==> src/rtl/ppg_pkg.sv <==
// ----------------------------------------------------------------------------
// Palette pattern pixel generator package
// Shared widths, codes, state type and the configuration bundle.
// ----------------------------------------------------------------------------
package ppg_pkg;

   // Field widths of the request and response beats.
   localparam int OP_W    = 2;
   localparam int IDX_W   = 10;
   localparam int CNT_W   = 11;
   localparam int CHAN_W  = 8;
   localparam int RGB_W   = 3 * CHAN_W;

   // Configuration register widths.
   localparam int PHASE_W = 16;
   localparam int SEG_W   = 5;
   localparam int GAP_W   = 8;
   localparam int BRT_W   = 9;
   localparam int NCOL_W  = 3;
   localparam int PAL_W   = 2 * RGB_W;

   // Configuration port geometry: eight registers, 64-bit data, 8-byte stride.
   localparam int CSR_DATA_W = 64;
   localparam int CSR_ADDR_W = 6;
   localparam int REG_IDX_W  = 3;

   // Divider geometry: index times segments, then sixteen fraction bits.
   localparam int NUM_W     = IDX_W + SEG_W;
   localparam int FRAC_W    = PHASE_W;
   localparam int DIV_STEPS = NUM_W + FRAC_W;
   localparam int STEP_W    = $clog2(DIV_STEPS);

   // Operation codes carried on the request channel.
   localparam logic [OP_W-1:0] OP_START = 2'd0;
   localparam logic [OP_W-1:0] OP_FRAME = 2'd1;
   localparam logic [OP_W-1:0] OP_PIXEL = 2'd2;

   // Register indexes of the configuration port.
   localparam logic [REG_IDX_W-1:0] REG_PHASE_STEP   = 3'd0;
   localparam logic [REG_IDX_W-1:0] REG_SEGMENTS     = 3'd1;
   localparam logic [REG_IDX_W-1:0] REG_GAP_RATIO    = 3'd2;
   localparam logic [REG_IDX_W-1:0] REG_BRIGHTNESS   = 3'd3;
   localparam logic [REG_IDX_W-1:0] REG_BLEND        = 3'd4;
   localparam logic [REG_IDX_W-1:0] REG_COLOR_COUNT  = 3'd5;
   localparam logic [REG_IDX_W-1:0] REG_PALETTE_LOW  = 3'd6;
   localparam logic [REG_IDX_W-1:0] REG_PALETTE_HIGH = 3'd7;

   // Configuration bundle handed from the register file to the datapath.
   typedef struct packed {
      logic [PHASE_W-1:0] phase_step;
      logic [SEG_W-1:0]   segments;
      logic [GAP_W-1:0]   gap_ratio;
      logic [BRT_W-1:0]   brightness;
      logic               blend_gradient;
      logic [NCOL_W-1:0]  color_count;
      logic [PAL_W-1:0]   palette_low;
      logic [PAL_W-1:0]   palette_high;
   } cfg_type;

   // Sequencer states of the top level.
   typedef enum logic [1:0] {
      ST_IDLE,
      ST_DIVIDE,
      ST_COLOUR,
      ST_DONE
   } state_type;

endpackage

==> src/rtl/ppg_csr.sv <==
// ----------------------------------------------------------------------------
// Palette pattern configuration registers
// APB-style register file holding the pattern and palette settings.
// ----------------------------------------------------------------------------
module ppg_csr (
   input  logic                            clock,
   input  logic                            reset,
   input  logic                            psel,
   input  logic                            penable,
   input  logic                            pwrite,
   input  logic [ppg_pkg::CSR_ADDR_W-1:0]  paddr,
   input  logic [ppg_pkg::CSR_DATA_W-1:0]  pwdata,
   output logic [ppg_pkg::CSR_DATA_W-1:0]  prdata,
   output logic                            pready,
   output ppg_pkg::cfg_type                cfg
);
   import ppg_pkg::*;

   cfg_type                cfg_ff;
   cfg_type                cfg_in;
   logic [REG_IDX_W-1:0]   reg_idx;
   logic                   wr_en;

   // Registers sit on an 8-byte stride; the low address bits are ignored.
   assign reg_idx = paddr[CSR_ADDR_W-1:CSR_ADDR_W-REG_IDX_W];
   assign wr_en   = psel && penable && pwrite;
   assign pready  = 1'b1;
   assign cfg     = cfg_ff;

   // Write decode: one register per completed write beat.
   always_comb begin
      cfg_in = cfg_ff;
      if (wr_en) begin
         unique case (reg_idx)
            REG_PHASE_STEP:   cfg_in.phase_step     = pwdata[PHASE_W-1:0];
            REG_SEGMENTS:     cfg_in.segments       = pwdata[SEG_W-1:0];
            REG_GAP_RATIO:    cfg_in.gap_ratio      = pwdata[GAP_W-1:0];
            REG_BRIGHTNESS:   cfg_in.brightness     = pwdata[BRT_W-1:0];
            REG_BLEND:        cfg_in.blend_gradient = pwdata[0];
            REG_COLOR_COUNT:  cfg_in.color_count    = pwdata[NCOL_W-1:0];
            REG_PALETTE_LOW:  cfg_in.palette_low    = pwdata[PAL_W-1:0];
            REG_PALETTE_HIGH: cfg_in.palette_high   = pwdata[PAL_W-1:0];
            default:          cfg_in = cfg_ff;
         endcase
      end
   end

   // Register file with its reset values.
   always_ff @(posedge clock) begin
      if (reset) begin
         cfg_ff.phase_step     <= '0;
         cfg_ff.segments       <= SEG_W'(1);
         cfg_ff.gap_ratio      <= '0;
         cfg_ff.brightness     <= BRT_W'(256);
         cfg_ff.blend_gradient <= 1'b0;
         cfg_ff.color_count    <= '0;
         cfg_ff.palette_low    <= '0;
         cfg_ff.palette_high   <= '0;
      end else begin
         cfg_ff <= cfg_in;
      end
   end

   // Read-back multiplexer.
   always_comb begin
      unique case (reg_idx)
         REG_PHASE_STEP:   prdata = CSR_DATA_W'(cfg_ff.phase_step);
         REG_SEGMENTS:     prdata = CSR_DATA_W'(cfg_ff.segments);
         REG_GAP_RATIO:    prdata = CSR_DATA_W'(cfg_ff.gap_ratio);
         REG_BRIGHTNESS:   prdata = CSR_DATA_W'(cfg_ff.brightness);
         REG_BLEND:        prdata = CSR_DATA_W'(cfg_ff.blend_gradient);
         REG_COLOR_COUNT:  prdata = CSR_DATA_W'(cfg_ff.color_count);
         REG_PALETTE_LOW:  prdata = CSR_DATA_W'(cfg_ff.palette_low);
         REG_PALETTE_HIGH: prdata = CSR_DATA_W'(cfg_ff.palette_high);
         default:          prdata = '0;
      endcase
   end

endmodule

==> src/rtl/ppg_div.sv <==
// ----------------------------------------------------------------------------
// Palette pattern bit-serial divider
// Restoring long division of (index*segments << 16) by the pixel count,
// one quotient bit per cycle; keeps the sixteen fraction bits of the result.
// ----------------------------------------------------------------------------
module ppg_div (
   input  logic                          clock,
   input  logic                          reset,
   input  logic                          start,
   input  logic [ppg_pkg::NUM_W-1:0]     dividend,
   input  logic [ppg_pkg::CNT_W-1:0]     divisor,
   output logic                          done,
   output logic [ppg_pkg::FRAC_W-1:0]    quotient
);
   import ppg_pkg::*;

   localparam logic [STEP_W-1:0] LAST_STEP = STEP_W'(DIV_STEPS - 1);

   logic                busy_ff, busy_in;
   logic                done_ff, done_in;
   logic [STEP_W-1:0]   step_ff, step_in;
   logic [NUM_W-1:0]    num_ff, num_in;
   logic [CNT_W-1:0]    den_ff, den_in;
   logic [CNT_W-1:0]    rem_ff, rem_in;
   logic [FRAC_W-1:0]   quot_ff, quot_in;
   logic [CNT_W:0]      trial;
   logic [CNT_W:0]      diff;
   logic                fits;

   // One restoring step: bring down the next dividend bit and try a subtract.
   // After the dividend is used up, zeros are shifted in for the fraction.
   assign trial = {rem_ff, num_ff[NUM_W-1]};
   assign diff  = trial - {1'b0, den_ff};
   assign fits  = (trial >= {1'b0, den_ff});

   always_comb begin
      busy_in = busy_ff;
      done_in = 1'b0;
      step_in = step_ff;
      num_in  = num_ff;
      den_in  = den_ff;
      rem_in  = rem_ff;
      quot_in = quot_ff;
      if (start) begin
         busy_in = 1'b1;
         step_in = '0;
         num_in  = dividend;
         den_in  = divisor;
         rem_in  = '0;
      end else if (busy_ff) begin
         num_in  = {num_ff[NUM_W-2:0], 1'b0};
         rem_in  = fits ? diff[CNT_W-1:0] : trial[CNT_W-1:0];
         quot_in = {quot_ff[FRAC_W-2:0], fits};
         step_in = step_ff + STEP_W'(1);
         if (step_ff == LAST_STEP) begin
            busy_in = 1'b0;
            done_in = 1'b1;
         end
      end
   end

   // Control state.
   always_ff @(posedge clock) begin
      if (reset) begin
         busy_ff <= 1'b0;
         done_ff <= 1'b0;
         step_ff <= '0;
      end else begin
         busy_ff <= busy_in;
         done_ff <= done_in;
         step_ff <= step_in;
      end
   end

   // Datapath shift registers.
   always_ff @(posedge clock) begin
      num_ff  <= num_in;
      den_ff  <= den_in;
      rem_ff  <= rem_in;
      quot_ff <= quot_in;
   end

   assign done     = done_ff;
   assign quotient = quot_ff;

endmodule

==> src/rtl/ppg_colour.sv <==
// ----------------------------------------------------------------------------
// Palette pattern colour unit
// Picks the palette slot for a pattern position, applies the gap, blends
// towards the next entry and scales by brightness, one channel byte a cycle.
// ----------------------------------------------------------------------------
module ppg_colour (
   input  logic                            clock,
   input  logic                            reset,
   input  logic                            start,
   input  logic [ppg_pkg::PHASE_W-1:0]     pos,
   input  logic [ppg_pkg::NCOL_W-1:0]      n_used,
   input  ppg_pkg::cfg_type                cfg,
   output logic                            done,
   output logic [ppg_pkg::CHAN_W-1:0]      red,
   output logic [ppg_pkg::CHAN_W-1:0]      green,
   output logic [ppg_pkg::CHAN_W-1:0]      blue
);
   import ppg_pkg::*;

   localparam int          SEQ_W     = 3;
   localparam logic [SEQ_W-1:0] SEQ_IDLE  = 3'd0;
   localparam logic [SEQ_W-1:0] SEQ_FIRST = 3'd1;
   localparam logic [SEQ_W-1:0] SEQ_SCALE = 3'd2;
   localparam logic [SEQ_W-1:0] SEQ_LAST  = 3'd4;
   localparam int          SLOT_W    = 2;
   localparam int          SPOS_W    = PHASE_W + SLOT_W;
   localparam int          PROD_W    = CHAN_W + 1 + PHASE_W + 1;
   localparam int          SCL_W     = CHAN_W + BRT_W;

   logic [SEQ_W-1:0]    seq_ff, seq_in;
   logic                done_ff, done_in;
   logic [RGB_W-1:0]    c1_ff, c2_ff;
   logic [PHASE_W-1:0]  slot_frac_ff;
   logic                solid_ff, gap_ff;
   logic [CHAN_W-1:0]   blend_ff;
   logic [RGB_W-1:0]    rgb_ff;

   logic [SPOS_W-1:0]   spos;
   logic [SLOT_W-1:0]   slot;
   logic [SLOT_W-1:0]   slot_next;
   logic [PHASE_W-1:0]  slot_frac;
   logic [PHASE_W:0]    gap_limit;
   logic                gap_hit;

   logic signed [CHAN_W:0]    chan_diff;
   logic signed [PROD_W-1:0]  chan_prod;
   logic signed [PROD_W-1:0]  chan_sum;
   logic [CHAN_W-1:0]         blend;
   logic [SCL_W-1:0]          scaled;
   logic [CHAN_W-1:0]         scaled_sat;

   // Palette entry lookup: entries 0 and 1 in the low word, 2 and 3 in the high.
   function automatic logic [RGB_W-1:0] pal_entry(input logic [PAL_W-1:0] lo_word,
                                                  input logic [PAL_W-1:0] hi_word,
                                                  input logic [SLOT_W-1:0] e);
      logic [PAL_W-1:0] word;
      word = e[1] ? hi_word : lo_word;
      return e[0] ? word[PAL_W-1:RGB_W] : word[RGB_W-1:0];
   endfunction

   // Slot and position within the slot; slot stays below n_used by range.
   assign spos      = SPOS_W'(pos) * SPOS_W'(n_used);
   assign slot      = spos[SPOS_W-1:PHASE_W];
   assign slot_frac = spos[PHASE_W-1:0];
   assign slot_next = ({1'b0, slot} + NCOL_W'(1) == n_used) ? '0 : slot + SLOT_W'(1);

   // Trailing gap of each slot is black.
   assign gap_limit = (PHASE_W+1)'(1 << PHASE_W) - {1'b0, cfg.gap_ratio, 8'h00};
   assign gap_hit   = (cfg.gap_ratio != '0) && ({1'b0, slot_frac} > gap_limit);

   // Linear blend written as a + (b - a) * w, then a Q0.16 shift.
   assign chan_diff = $signed({1'b0, c2_ff[RGB_W-1 -: CHAN_W]})
                    - $signed({1'b0, c1_ff[RGB_W-1 -: CHAN_W]});
   assign chan_prod = PROD_W'(chan_diff) * $signed({{(PROD_W-PHASE_W){1'b0}}, slot_frac_ff});
   assign chan_sum  = $signed({{(PROD_W-CHAN_W-PHASE_W){1'b0}},
                               c1_ff[RGB_W-1 -: CHAN_W], {PHASE_W{1'b0}}}) + chan_prod;
   assign blend     = solid_ff ? c1_ff[RGB_W-1 -: CHAN_W]
                               : chan_sum[PHASE_W +: CHAN_W];

   // Brightness scale; a product of 256 or more after the shift clips to 255.
   assign scaled     = SCL_W'(blend_ff) * SCL_W'(cfg.brightness);
   assign scaled_sat = scaled[SCL_W-1] ? '1 : scaled[CHAN_W +: CHAN_W];

   // Sequencer: a setup step, then blend and scale overlap by one byte.
   always_comb begin
      seq_in  = seq_ff;
      done_in = 1'b0;
      if (start) begin
         seq_in = SEQ_FIRST;
      end else if (seq_ff == SEQ_LAST) begin
         seq_in  = SEQ_IDLE;
         done_in = 1'b1;
      end else if (seq_ff != SEQ_IDLE) begin
         seq_in = seq_ff + SEQ_W'(1);
      end
   end

   always_ff @(posedge clock) begin
      if (reset) begin
         seq_ff  <= SEQ_IDLE;
         done_ff <= 1'b0;
      end else begin
         seq_ff  <= seq_in;
         done_ff <= done_in;
      end
   end

   // Datapath: entries shift out red first, scaled bytes shift in behind.
   always_ff @(posedge clock) begin
      if (start) begin
         c1_ff        <= pal_entry(cfg.palette_low, cfg.palette_high, slot);
         c2_ff        <= pal_entry(cfg.palette_low, cfg.palette_high, slot_next);
         slot_frac_ff <= slot_frac;
         solid_ff     <= !cfg.blend_gradient || (n_used == NCOL_W'(1));
         gap_ff       <= gap_hit;
      end else if (seq_ff != SEQ_IDLE) begin
         c1_ff    <= {c1_ff[RGB_W-CHAN_W-1:0], {CHAN_W{1'b0}}};
         c2_ff    <= {c2_ff[RGB_W-CHAN_W-1:0], {CHAN_W{1'b0}}};
         blend_ff <= blend;
         if (seq_ff >= SEQ_SCALE) begin
            rgb_ff <= {rgb_ff[RGB_W-CHAN_W-1:0], gap_ff ? {CHAN_W{1'b0}} : scaled_sat};
         end
      end
   end

   assign done  = done_ff;
   assign red   = rgb_ff[RGB_W-1 -: CHAN_W];
   assign green = rgb_ff[CHAN_W +: CHAN_W];
   assign blue  = rgb_ff[CHAN_W-1:0];

endmodule

==> src/rtl/palette_pattern_pixel_generator_top.sv <==
// ----------------------------------------------------------------------------
// Palette pattern pixel generator
// Start, frame and pixel beats in; one scaled RGB colour out per pixel beat.
// ----------------------------------------------------------------------------
// A start or frame beat is taken while the sequencer is idle and updates the
// animation phase (and, for a frame, the active pixel count) at once. A pixel
// beat holds the request channel while it is in work: it loads the bit-serial
// divider, which produces the quotient bits of the pattern position
// index*segments/count as a sixteen-bit fraction; then it loads the colour
// unit, which blends and scales one channel byte per cycle, hands completion
// to the sequencer and loads the output register. A pixel that is black
// because the palette is empty or the count is zero skips the divider and the
// colour unit and goes through the done state into the output register. The
// request channel stalls while a pixel is in work, and longer while a held
// colour still blocks the output register; a finished colour sits in the
// output register, so the next beat is taken while it waits to be collected.
module palette_pattern_pixel_generator_top #(
   parameter int MAX_PIXELS   = 1024,
   parameter int PALETTE_SIZE = 4
) (
   input  logic                            clock,
   input  logic                            reset,
   // Configuration port
   input  logic                            csr_psel,
   input  logic                            csr_penable,
   input  logic                            csr_pwrite,
   input  logic [ppg_pkg::CSR_ADDR_W-1:0]  csr_paddr,
   input  logic [ppg_pkg::CSR_DATA_W-1:0]  csr_pwdata,
   output logic [ppg_pkg::CSR_DATA_W-1:0]  csr_prdata,
   output logic                            csr_pready,
   // Request channel
   input  logic                            req_valid,
   output logic                            req_stall,
   input  logic [ppg_pkg::OP_W-1:0]        req_op,
   input  logic [ppg_pkg::IDX_W-1:0]       req_pixel_index,
   input  logic [ppg_pkg::CNT_W-1:0]       req_pixel_count,
   // Response channel
   output logic                            rsp_valid,
   input  logic                            rsp_stall,
   output logic [ppg_pkg::IDX_W-1:0]       rsp_pixel_out_index,
   output logic [ppg_pkg::CHAN_W-1:0]      rsp_red,
   output logic [ppg_pkg::CHAN_W-1:0]      rsp_green,
   output logic [ppg_pkg::CHAN_W-1:0]      rsp_blue
);
   import ppg_pkg::*;

   cfg_type              cfg;
   state_type            state_ff, state_in;

   logic [PHASE_W-1:0]   anim_phase_ff;
   logic [CNT_W-1:0]     active_pixels_ff;
   logic [IDX_W-1:0]     idx_ff;
   logic                 pix_black_ff;

   logic                 rsp_valid_ff;
   logic [IDX_W-1:0]     rsp_index_ff;
   logic [CHAN_W-1:0]    rsp_red_ff, rsp_green_ff, rsp_blue_ff;

   logic                 req_accept;
   logic                 pixel_accept;
   logic                 div_start, div_done, col_start, col_done, rsp_load;
   logic                 out_free;
   logic                 black_now;
   logic [NCOL_W-1:0]    n_used;
   logic [NUM_W-1:0]     num;
   logic [FRAC_W-1:0]    div_quot;
   logic [PHASE_W-1:0]   pos;
   logic [CHAN_W-1:0]    col_red, col_green, col_blue;

   // Configuration registers.
   ppg_csr u_csr (
      .clock   (clock),
      .reset   (reset),
      .psel    (csr_psel),
      .penable (csr_penable),
      .pwrite  (csr_pwrite),
      .paddr   (csr_paddr),
      .pwdata  (csr_pwdata),
      .prdata  (csr_prdata),
      .pready  (csr_pready),
      .cfg     (cfg)
   );

   // Handshake and per-beat decode.
   assign req_accept   = req_valid && !req_stall;
   assign pixel_accept = req_accept && (req_op == OP_PIXEL);
   assign out_free     = !rsp_valid_ff || !rsp_stall;

   // Palette entries in use, capped at the palette size.
   assign n_used    = (32'(cfg.color_count) > PALETTE_SIZE) ? NCOL_W'(PALETTE_SIZE)
                                                             : cfg.color_count;
   assign black_now = (n_used == '0) || (active_pixels_ff == '0);
   assign num       = NUM_W'(req_pixel_index) * NUM_W'(cfg.segments);
   assign pos       = div_quot + anim_phase_ff;

   // Bit-serial position divider.
   ppg_div u_div (
      .clock    (clock),
      .reset    (reset),
      .start    (div_start),
      .dividend (num),
      .divisor  (active_pixels_ff),
      .done     (div_done),
      .quotient (div_quot)
   );

   // Slot, gap, blend and brightness unit.
   ppg_colour u_colour (
      .clock  (clock),
      .reset  (reset),
      .start  (col_start),
      .pos    (pos),
      .n_used (n_used),
      .cfg    (cfg),
      .done   (col_done),
      .red    (col_red),
      .green  (col_green),
      .blue   (col_blue)
   );

   // Sequencer next state.
   always_comb begin
      state_in = state_ff;
      unique case (state_ff)
         ST_IDLE: begin
            if (pixel_accept) begin
               state_in = black_now ? ST_DONE : ST_DIVIDE;
            end
         end
         ST_DIVIDE: begin
            if (div_done) begin
               state_in = ST_COLOUR;
            end
         end
         ST_COLOUR: begin
            if (col_done) begin
               state_in = ST_DONE;
            end
         end
         ST_DONE: begin
            if (out_free) begin
               state_in = ST_IDLE;
            end
         end
         default: state_in = ST_IDLE;
      endcase
   end

   // Sequencer outputs.
   always_comb begin
      req_stall = 1'b1;
      div_start = 1'b0;
      col_start = 1'b0;
      rsp_load  = 1'b0;
      unique case (state_ff)
         ST_IDLE: begin
            req_stall = 1'b0;
            div_start = req_valid && (req_op == OP_PIXEL) && !black_now;
         end
         ST_DIVIDE: col_start = div_done;
         ST_COLOUR: req_stall = 1'b1;
         ST_DONE:   rsp_load  = out_free;
         default:   req_stall = 1'b1;
      endcase
   end

   // Control state: sequencer, animation phase, active pixel count and response valid flag.
   always_ff @(posedge clock) begin
      if (reset) begin
         state_ff         <= ST_IDLE;
         anim_phase_ff    <= '0;
         active_pixels_ff <= '0;
         rsp_valid_ff     <= 1'b0;
      end else begin
         state_ff     <= state_in;
         rsp_valid_ff <= rsp_load || (rsp_valid_ff && rsp_stall);
         if (req_accept && (req_op == OP_START)) begin
            anim_phase_ff <= '0;
         end else if (req_accept && (req_op == OP_FRAME)) begin
            anim_phase_ff <= anim_phase_ff + cfg.phase_step;
            active_pixels_ff <= (32'(req_pixel_count) > MAX_PIXELS) ? CNT_W'(MAX_PIXELS)
                                                                    : req_pixel_count;
         end
      end
   end

   // Pixel context held while the beat is in work.
   always_ff @(posedge clock) begin
      if (pixel_accept) begin
         idx_ff       <= req_pixel_index;
         pix_black_ff <= black_now;
      end
   end

   // Output register.
   always_ff @(posedge clock) begin
      if (rsp_load) begin
         rsp_index_ff <= idx_ff;
         rsp_red_ff   <= pix_black_ff ? '0 : col_red;
         rsp_green_ff <= pix_black_ff ? '0 : col_green;
         rsp_blue_ff  <= pix_black_ff ? '0 : col_blue;
      end
   end

   assign rsp_valid           = rsp_valid_ff;
   assign rsp_pixel_out_index = rsp_index_ff;
   assign rsp_red             = rsp_red_ff;
   assign rsp_green           = rsp_green_ff;
   assign rsp_blue            = rsp_blue_ff;

   // The divider reports completion only while the sequencer waits for it.
   assert property (@(posedge clock) disable iff (reset)
      div_done |-> (state_ff == ST_DIVIDE))
      else $error("divider finished outside the divide state");

   // The colour unit reports completion only while the sequencer waits for it.
   assert property (@(posedge clock) disable iff (reset)
      col_done |-> (state_ff == ST_COLOUR))
      else $error("colour unit finished outside the colour state");

   // A new result never overwrites one that is still held by the receiver.
   assert property (@(posedge clock) disable iff (reset)
      rsp_load |-> !(rsp_valid_ff && rsp_stall))
      else $error("output register overwritten while stalled");

   // A frame beat advances the phase by exactly one step.
   assert property (@(posedge clock) disable iff (reset)
      (req_accept && (req_op == OP_FRAME)) |=>
         (anim_phase_ff == $past(anim_phase_ff + cfg.phase_step)))
      else $error("phase did not advance by one step");

   // The latched pixel count never exceeds the supported maximum.
   assert property (@(posedge clock) disable iff (reset)
      32'(active_pixels_ff) <= MAX_PIXELS)
      else $error("active pixel count above maximum");

endmodule
==> config.mk <==
export PLATFORM = sky130hd
export DESIGN_NAME = palette_pattern_pixel_generator_top
export DESIGN_NICKNAME = d
export VERILOG_FILES = /design/src/rtl/ppg_pkg.sv /design/src/rtl/ppg_csr.sv /design/src/rtl/ppg_div.sv /design/src/rtl/ppg_colour.sv /design/src/rtl/palette_pattern_pixel_generator_top.sv
export SDC_FILE = /design/constraint.sdc
export NUM_CORES = 1
export LEC_CHECK = 0
export CORE_ASPECT_RATIO = 1.5
export CORE_MARGIN = 4
export CORE_UTILIZATION = 40
export DETAILED_ROUTE_END_ITERATION = 8
export DONT_BUFFER_PORTS = 1
export PLACE_DENSITY = 0.57
export SETUP_SLACK_MARGIN = 0.4
export SYNTH_ARGS = -nofsm -noshare
export SYNTH_HDL_FRONTEND = slang
export SYNTH_SLANG_ARGS = --single-unit
==> constraint.sdc <==
create_clock -name clock -period 11.35 [get_ports clock]
set_input_delay 1.135 -clock clock [delete_from_list [all_inputs] [get_ports clock]]
set_output_delay 1.135 -clock clock [all_outputs]
set_load 0.02 [all_outputs]
==> results of run 1 <==
==> worst max-delay path: cells and delay by family (launching register included) <==
| kind | cells | cell delay (ns) |
|---|---|---|
| fa+ha+maj | 5 | 1.97 |
| mux | 1 | 0.14 |
| flops | 1 | 0.37 |
| simple gates | 6 | 1.25 |
| buf+inv | 3 | 0.98 |
| xor+xnor | 2 | 0.41 |
| compound gates | 11 | 3.22 |
==> through the flow <==
stage	util	worst slack, ns	hold WS [ns]
after floorplan	-	4.10	0.400
after global placement	0.414	2.97	0.405
after detailed placement	0.414	2.86	0.406
after CTS	0.435	2.81	0.416
after global routing	0.435	2.16	0.418
final	0.435	2.75	0.414
==> synthesized netlist by cell type (41+ instances only) <==
cell type,n,share of area
nand2_1,524,0.072
inv_1,262,0.036
a21oi_1,205,0.038
ha_1,191,0.088
dfxtp_1,190,0.14
fa_1,189,0.14
edfxtp_1,185,0.20
nor2_1,139,0.019
and2_1,134,0.031
clkbuf_1,116,0.016
mux2i_1,112,0.041
o21ai_0,78,0.014
nor2b_1,49,0.011
xnor2_1,49,0.016
o22ai_1,45,0.010
nand2b_1,41,0.0094
==> cell type report <==
| cell class | instances | area (um^2) | share of cell area |
|---|---|---|---|
| multi-input cells | 2160 | 16400 | 0.555 |
| flip-flops and latches | 375 | 9360 | 0.317 |
| clock buffers | 55 | 1230 | 0.0415 |
| well taps | 892 | 1120 | 0.0378 |
| inverters | 263 | 987 | 0.0334 |
| clock inverters | 27 | 251 | 0.00852 |
| repair buffers | 26 | 195 | 0.00661 |
==> logic make-up after synthesis <==
family / share of synthesized area
AND/OR/NAND/NOR: 0.170
AO/OA/AOI/OAI: 0.123
flip-flops: 0.343
multiplexers: 0.0498
adder cells (fa/ha/maj): 0.226
XOR/XNOR: 0.0277
other: 0.000275
buffers and inverters: 0.0602
==> state kept, by name, indices dropped and copies added, names as in the netlist, 11 cells and up <==
register and flops:
u_div.num_ff 15, u_colour.rgb_ff 24, u_div.quotient 16, u_csr.cfg 138, anim_phase_ff 16, u_div.den_ff 11
u_div.rem_ff 11, active_pixels_ff 11, u_colour.slot_frac_ff 16, u_colour.c1_ff 24, u_colour.c2_ff 24
==> worst max-delay path by stage <==
| stage | startpoint | end | slack, ns | cells past startpoint |
|---|---|---|---|---|
| after floorplan | u_colour.c1_ff[17] | u_colour.blend_ff[7] | 4.10 | 29 |
| after global placement | anim_phase_ff[0] | u_colour.c2_ff[17] | 2.97 | 28 |
| after detailed placement | anim_phase_ff[0] | u_colour.c2_ff[16] | 2.86 | 28 |
| after CTS | anim_phase_ff[0] | u_colour.c2_ff[16] | 2.81 | 28 |
| after global routing | anim_phase_ff[0] | u_colour.c2_ff[17] | 2.16 | 28 |
| final | anim_phase_ff[0] | u_colour.c2_ff[17] | 2.75 | 28 |
==> layer usage <==
| metal | wire length [um] | global-route usage |
|---|---|---|
| met2 | 39200 | 0.379 |
| met1 | 28300 | 0.230 |
| met3 | 4190 | 0.0337 |
| met5 | 0 | 0 |
| met4 | 4720 | 0.116 |
==> reports/metrics.yaml, run 1 <==
gp_congestion: 0.894
avgSynthCellArea_um2: 9.30
rsz0062_at_grt: "false"
fill_cells: 6529
skew_ns: 0.0264
nets: 3350
finalHoldViolations: 0
slew_viol_final: 0
dp.cells: 3716
worst_pin_slew_ns: 1.18
clock_path_buffers: 3
cts_made_buffers: 44
num_vias: 20700
die_w_um: 221
ys_ff_latch: 375
ant_nets: 0
antenna_found_initial: 0
io_pins: 201
critPathMaxStageDelay_ns: 0.64
viasPerCell: 5.45
overflow: 0
root_buffer: "clkbuf_16"
drv_cap: 0
clkSinkCount: 375
cts_tree: "done"
r2r_slack_ns: 2.75
fin_crit_sh: 0.758
core-area_mm2: 0.0678
critPathMaxFanout: 23
htreeDepth: 2
netlist_area_mm2: 0.0273
clk_pin_slew_worst_paths_ns: 0.06
r2r_end: "u_colour.c2_ff[17]"
grt_pass1_wl_mm: 120
cts_resized: 0
worstHoldStart: "idx_ff[9]"
numPortBuffers: 0
layout_common_cells: "nand2_1, inv_1, a21oi_1"
grt_max_degree: 163
hold_class: "flip-flop to flip-flop"
wire_per_inst_um: 20.1
period_minus_slack_ns: 8.60
tns_ns: 0
final_common_cell: "nand2_1"
cp_slowest_cell: "nand2_1"
synth-seq-area-share: 0.343
cts_setup_buffers: 0
drc_errors: 0
max_freq_mhz: 116
ctsHoldBuffers: 0
fp.dieH_um: 328
timing.rr.start: "anim_phase_ff[0]"
drt-initial-drc-count: 1220
dr.pass1.iters: 5
layout.cells.non_filler: 3798
ys_types: 73
grt_usage: 0.208
clock_latency_ns: 0.58
synth-edff-count: 185
r2r_cells: 28
crit_type: "flip-flop to flip-flop"
async_flop_share: 0
die-area_mm2: 0.0725
dpl.hpwl_mm: 58.5
synth_cells: 2935
start_kind: "flip-flop"
hold_end: "rsp_pixel_out_index[9]"
ys.flop_type: "dfxtp_1"
end_kind: "flip-flop"
crit_required_ns: 11.70
design_area_mm2: 0.0295
initial_core_util: 0.403
setup_violations: 0
post_dp_cell_area_mm2: 0.0280
antenna_cells: 0
num_rows: 117
relSlewSlack: 0.209
worstPathArrival_ns: 8.95
drive_gt1_frac: 0.0454
grt_pass1_vias: 21500
area_delta_synth_final_pct: 8.17
outcome: "completed"
ys_warn_count: 0
whs_path_depth: 0
wl_mm: 76.5
Power of run 1 is left out: the tool's default activity adds up to more than one toggle a clock period on the data nets, which glitch-free logic cannot reach.
==> inputs of run 2 (changes only) <==
Settings changed: ABC_AREA from default to 1.
Clock period 11.35 ns to 9 ns, I/O delays scaled along.
==> run 2 against run 1 <==
Compared with the run above:
- routed wire length is 0.54% higher
- first-iteration DRC count is 14% higher
- die area rose by 2.1%
- utilization shrank 0.55 points
- fmax is 11% higher
- critical path depth rose by 7
==> reports/metrics.yaml, run 2 <==
yosys.area.top_type: "edfxtp_1"
outcome: "completed"
clock_latency_ns: 0.57
viasPerCell: 5.17
dr.pass1.iters: 5
crit_type: "flip-flop to flip-flop"
nets: 3864
initial_core_util: 0.403
largest_reg_flops: 138
cts_made_buffers: 39
synth-edff-count: 185
cp_num_buf_inv: 4
synth_common_cells: "nand2_1, inv_1, a21oi_1, nor2_1, o21ai_0"
finalHoldViolations: 0
drive_gt1_frac: 0.0402
grt_pass1_wl_mm: 123
grt_usage: 0.207
multi_input_area_mm2: 0.0158
crit_path_frequent_cell: "nand2_1"
die_w_um: 224
busiest_layer: "met2"
drc_errors: 0
synth-seq-area-share: 0.336
cp_slowest_cell: "fa_1"
synthMuxAreaShare: 0
io_pins: 201
layout_common_cells: "nand2_1, inv_1, a21oi_1"
relSlewSlack: 0.244
synth-compound-area-share: 0.124
ys_warn_count: 0
cts_setup_buffers: 0
netlist_area_mm2: 0.0279
hold_class: "input pin to flip-flop"
grt_util_met2: 0.365
ys.flop_type: "dfxtp_1"
synth_cells: 3463
drt-initial-drc-count: 1389
synthXorXnorAreaFrac: 0.0267
num_vias: 22300
wl_mm: 76.9
cpLargestDelayFamily: "simple AND/OR/NAND/NOR gates"
root_buffer: "clkbuf_16"
start_kind: "flip-flop"
final_common_cell: "nand2_1"
numPortBuffers: 0
max_freq_mhz: 129
drv_cap: 0
htreeDepth: 2
ys_types: 57
yosys-top-cells-area: "edfxtp_1, dfxtp_1, fa_1, nand2_1, ha_1"
die-area_mm2: 0.0741
critPathMaxFanout: 41
grt_max_degree: 95
async_flop_share: 0
setup_violations: 0
core-area_mm2: 0.0691
gp_congestion: 0.923
num_rows: 118
ys_ff_latch: 375
clock_path_buffers: 3
ant_nets: 0
tns_ns: 0
crit_required_ns: 9.31
area_delta_synth_final_pct: 6.59
fin_crit_sh: 0.864
wire_per_inst_um: 17.8
seqCellArea_mm2: 0.00936
met3_usage: 0.0397
avgSynthCellArea_um2: 8.05
cts_tree: "done"
slew_viol_final: 0
ctsHoldBuffers: 0
period_minus_slack_ns: 7.77
critPathMaxStageDelay_ns: 0.55
antenna_found_initial: 0
clkSinkCount: 375
fill_cells: 7131
netlist.area_leader.share: 0.199
yosysMostFrequentCell: "nand2_1"
worst_pin_slew_ns: 1.13
rsz0062_at_grt: "false"
end_kind: "flip-flop"
antenna_cells: 0
overflow: 0
synth-adder-area-share: 0.221
use_met1: 0.245
synth-simple-area-share: 0.190
dpl.hpwl_mm: 58.9
grt_pass1_vias: 22500
synth_top_family_by_area: "adder cells"
fp.dieH_um: 331
clk_pin_slew_worst_paths_ns: 0.07
skew_ns: 0.0244
worstPathArrival_ns: 8.08
==> run 2: cell families (layout without fill, tap and decap cells) <==
kind of cell | after synthesis | count (layout)
buffers and inverters | 719 | 653
AO/OA/AOI/OAI | 639 | 639
adder cells (fa/ha/maj) | 380 | 380
AND/OR/NAND/NOR | 1264 | 1264
flip-flops | 375 | 375
other | 2 | 17
XOR/XNOR | 84 | 84
==> run 2: worst paths after layout <==
kind / start / endpoint / slack [ns] / cells after the start
setup / recovery: anim_phase_ff[0] / u_colour.c2_ff[21] / 1.23 / 35
hold reg to reg: idx_ff[7] / rsp_pixel_out_index[7] / 0.42 / 0
setup reg to reg: anim_phase_ff[0] / u_colour.c2_ff[21] / 1.23 / 35
hold / removal: reset / rsp_valid / 0.39 / 1
==> run 2: repair_timing <==
action,CTS,global route
gates resized for setup,0,1
endpoints found under the hold margin,0,0
endpoints found under the setup margin,0,4
==> run 2: cell type report <==
cell class                 count  area share
clock buffer                  50      0.0363
clock inverter                19     0.00354
inverter                     562      0.0710
multi-input combinational   2384       0.531
sequential                   375       0.315
tap                          900      0.0379
timing repair buffer          22     0.00556
==> run 2: layer usage <==
| metal | vias up | share of wire |
|---|---|---|
| li1 | 11000 | - |
| met1 | 10600 | 0.40 |
| met2 | 547 | 0.50 |
| met3 | 139 | 0.055 |
| met4 | 0 | 0.047 |
| met5 | - | 0 |
==> run 2: metrics by stage <==
step / worst slack (ns) / cell area [um^2] / std cells / util / hold WS, ns
2_1_floorplan: 2.55 / 27900 / 3478 / - / 0.400
3_3_place_gp: 1.20 / 28500 / 4243 / 0.413 / 0.400
3_5_place_dp: 1.16 / 28500 / 4243 / 0.413 / 0.405
4_1_cts: 1.14 / 29700 / 4312 / 0.430 / 0.337
5_1_grt: 0.416 / 29700 / 4312 / 0.430 / 0.361
6_report: 1.23 / 29700 / 4312 / 0.430 / 0.394
Power of run 2 is left out for the same reason.
==> inputs of run 3 (changes only) <==
Settings changed: REMOVE_ABC_BUFFERS from default to 1.
==> run 3 against run 2 <==
Compared with the run above:
- clock skew up 0.025 ns
- non-clock buffer count up 1
- setup slack got worse by 0.21 ns
- critical path depth shrank 3
- global-route usage down 0.17 points
- count of clock-buffer cells in the layout rose by 7
- die area is the same
- fmax fell by 2.6%
==> reports/metrics.yaml, run 3 (synthesis results as in run 2) <==
outcome: "completed"
htreeDepth: 2
start_kind: "flip-flop"
antenna_found_initial: 1
relSlewSlack: 0.234
critPathMaxStageDelay_ns: 0.55
dpl.hpwl_mm: 59.1
setup_violations: 0
drc_errors: 0
wire_per_inst_um: 17.8
drive_gt1_frac: 0.0401
nets: 3865
final_common_cell: "nand2_1"
clkSinkCount: 375
antenna_cells: 0
cp_slowest_cell: "fa_1"
core-area_mm2: 0.0691
post_dp_cell_area_mm2: 0.0285
viasPerCell: 5.15
area_delta_synth_final_pct: 7.22
initial_core_util: 0.403
worst_pin_slew_ns: 1.15
die_w_um: 224
num_vias: 22200
cts_setup_buffers: 0
clock_path_buffers: 3
met3_usage: 0.0403
worstPathArrival_ns: 8.27
critPathMaxFanout: 33
layout_common_cells: "nand2_1, inv_1, a21oi_1"
tns_ns: 0
root_buffer: "clkbuf_16"
use_met1: 0.239
grt_max_degree: 87
skew_ns: 0.0492
busiest_layer: "met2"
slew_viol_final: 0
drv_cap: 0
period_minus_slack_ns: 7.98
multi_input_area_mm2: 0.0158
grt_pass1_vias: 22200
cts_made_buffers: 39
cts_resized: 0
fp.dieH_um: 331
dr.pass1.iters: 6
die-area_mm2: 0.0741
largest_reg_flops: 138
design_area_mm2: 0.0299
holdWs_ns: 0.374
numPortBuffers: 0
clk_pin_slew_worst_paths_ns: 0.06
overflow: 0
ant_nets: 0
wl_mm: 76.8
crit_path_frequent_cell: "nand2_1"
drt-initial-drc-count: 1258
crit_type: "flip-flop to flip-flop"
hold_class: "input pin to flip-flop"
grt_pass1_wl_mm: 122
rsz0062_at_grt: "false"
grt_usage: 0.205
crit_required_ns: 9.29
grt_util_met2: 0.371
num_rows: 118
max_freq_mhz: 125
fill_cells: 7075
io_pins: 201
finalHoldViolations: 0
clock_latency_ns: 0.59
cts_tree: "done"
ctsHoldBuffers: 0
gp_congestion: 0.905
fin_crit_sh: 0.887
seqCellArea_mm2: 0.00936
end_kind: "flip-flop"
==> run 3: cell count changes in the layout (fill, tap and decap cells not counted), sizes merged <==
cell	change
clkinvlp	-1
clkinv	-9
bufinv	+5
buf	+1
clkbuf	+7
inv	+1
==> run 3: path summary, 6_finish.rpt <==
check / from / to / slack (ns) / cells past startpoint
max: u_div.quotient[0] / u_colour.c2_ff[1] / 1.02 / 32
min: reset / active_pixels_ff[9] / 0.37 / 1
max reg2reg: u_div.quotient[0] / u_colour.c2_ff[1] / 1.02 / 32
min reg2reg: idx_ff[4] / rsp_pixel_out_index[4] / 0.42 / 0
==> run 3: critical path, delay by kind of cell, from the launching register on <==
kind	cells	cell delay (ns)
XOR/XNOR	1	0.27
buffers and inverters	5	0.94
AO/OA/AOI/OAI	5	0.98
flip-flops	1	0.44
adder cells (fa/ha/maj)	5	1.85
AND/OR/NAND/NOR	16	3.18
==> run 3: layer usage <==
metal | routed length, um | vias up | part of all wire
li1 | - | 11000 | -
met1 | 30000 | 10600 | 0.39
met2 | 39600 | 509 | 0.52
met3 | 4370 | 128 | 0.057
met4 | 2840 | 0 | 0.037
met5 | 0 | - | 0
==> run 3: metrics by stage <==
step	setup slack (ns)	std cells	utilization
global placement	1.06	4244	0.413
CTS	1.04	4316	0.433
global route	0.560	4316	0.433
floorplan	2.07	3321	-
detailed placement	1.08	4244	0.413
finish	1.02	4316	0.433
==> run 3: area by class of cell <==
cell class	count	share of cell area
flip-flops and latches	375	0.313
multi-input cells	2384	0.527
clock buffers	57	0.0373
inverters	562	0.0706
repair buffers	23	0.00578
clock inverters	15	0.00812
well taps	900	0.0377
Power of run 3 is left out for the same reason.
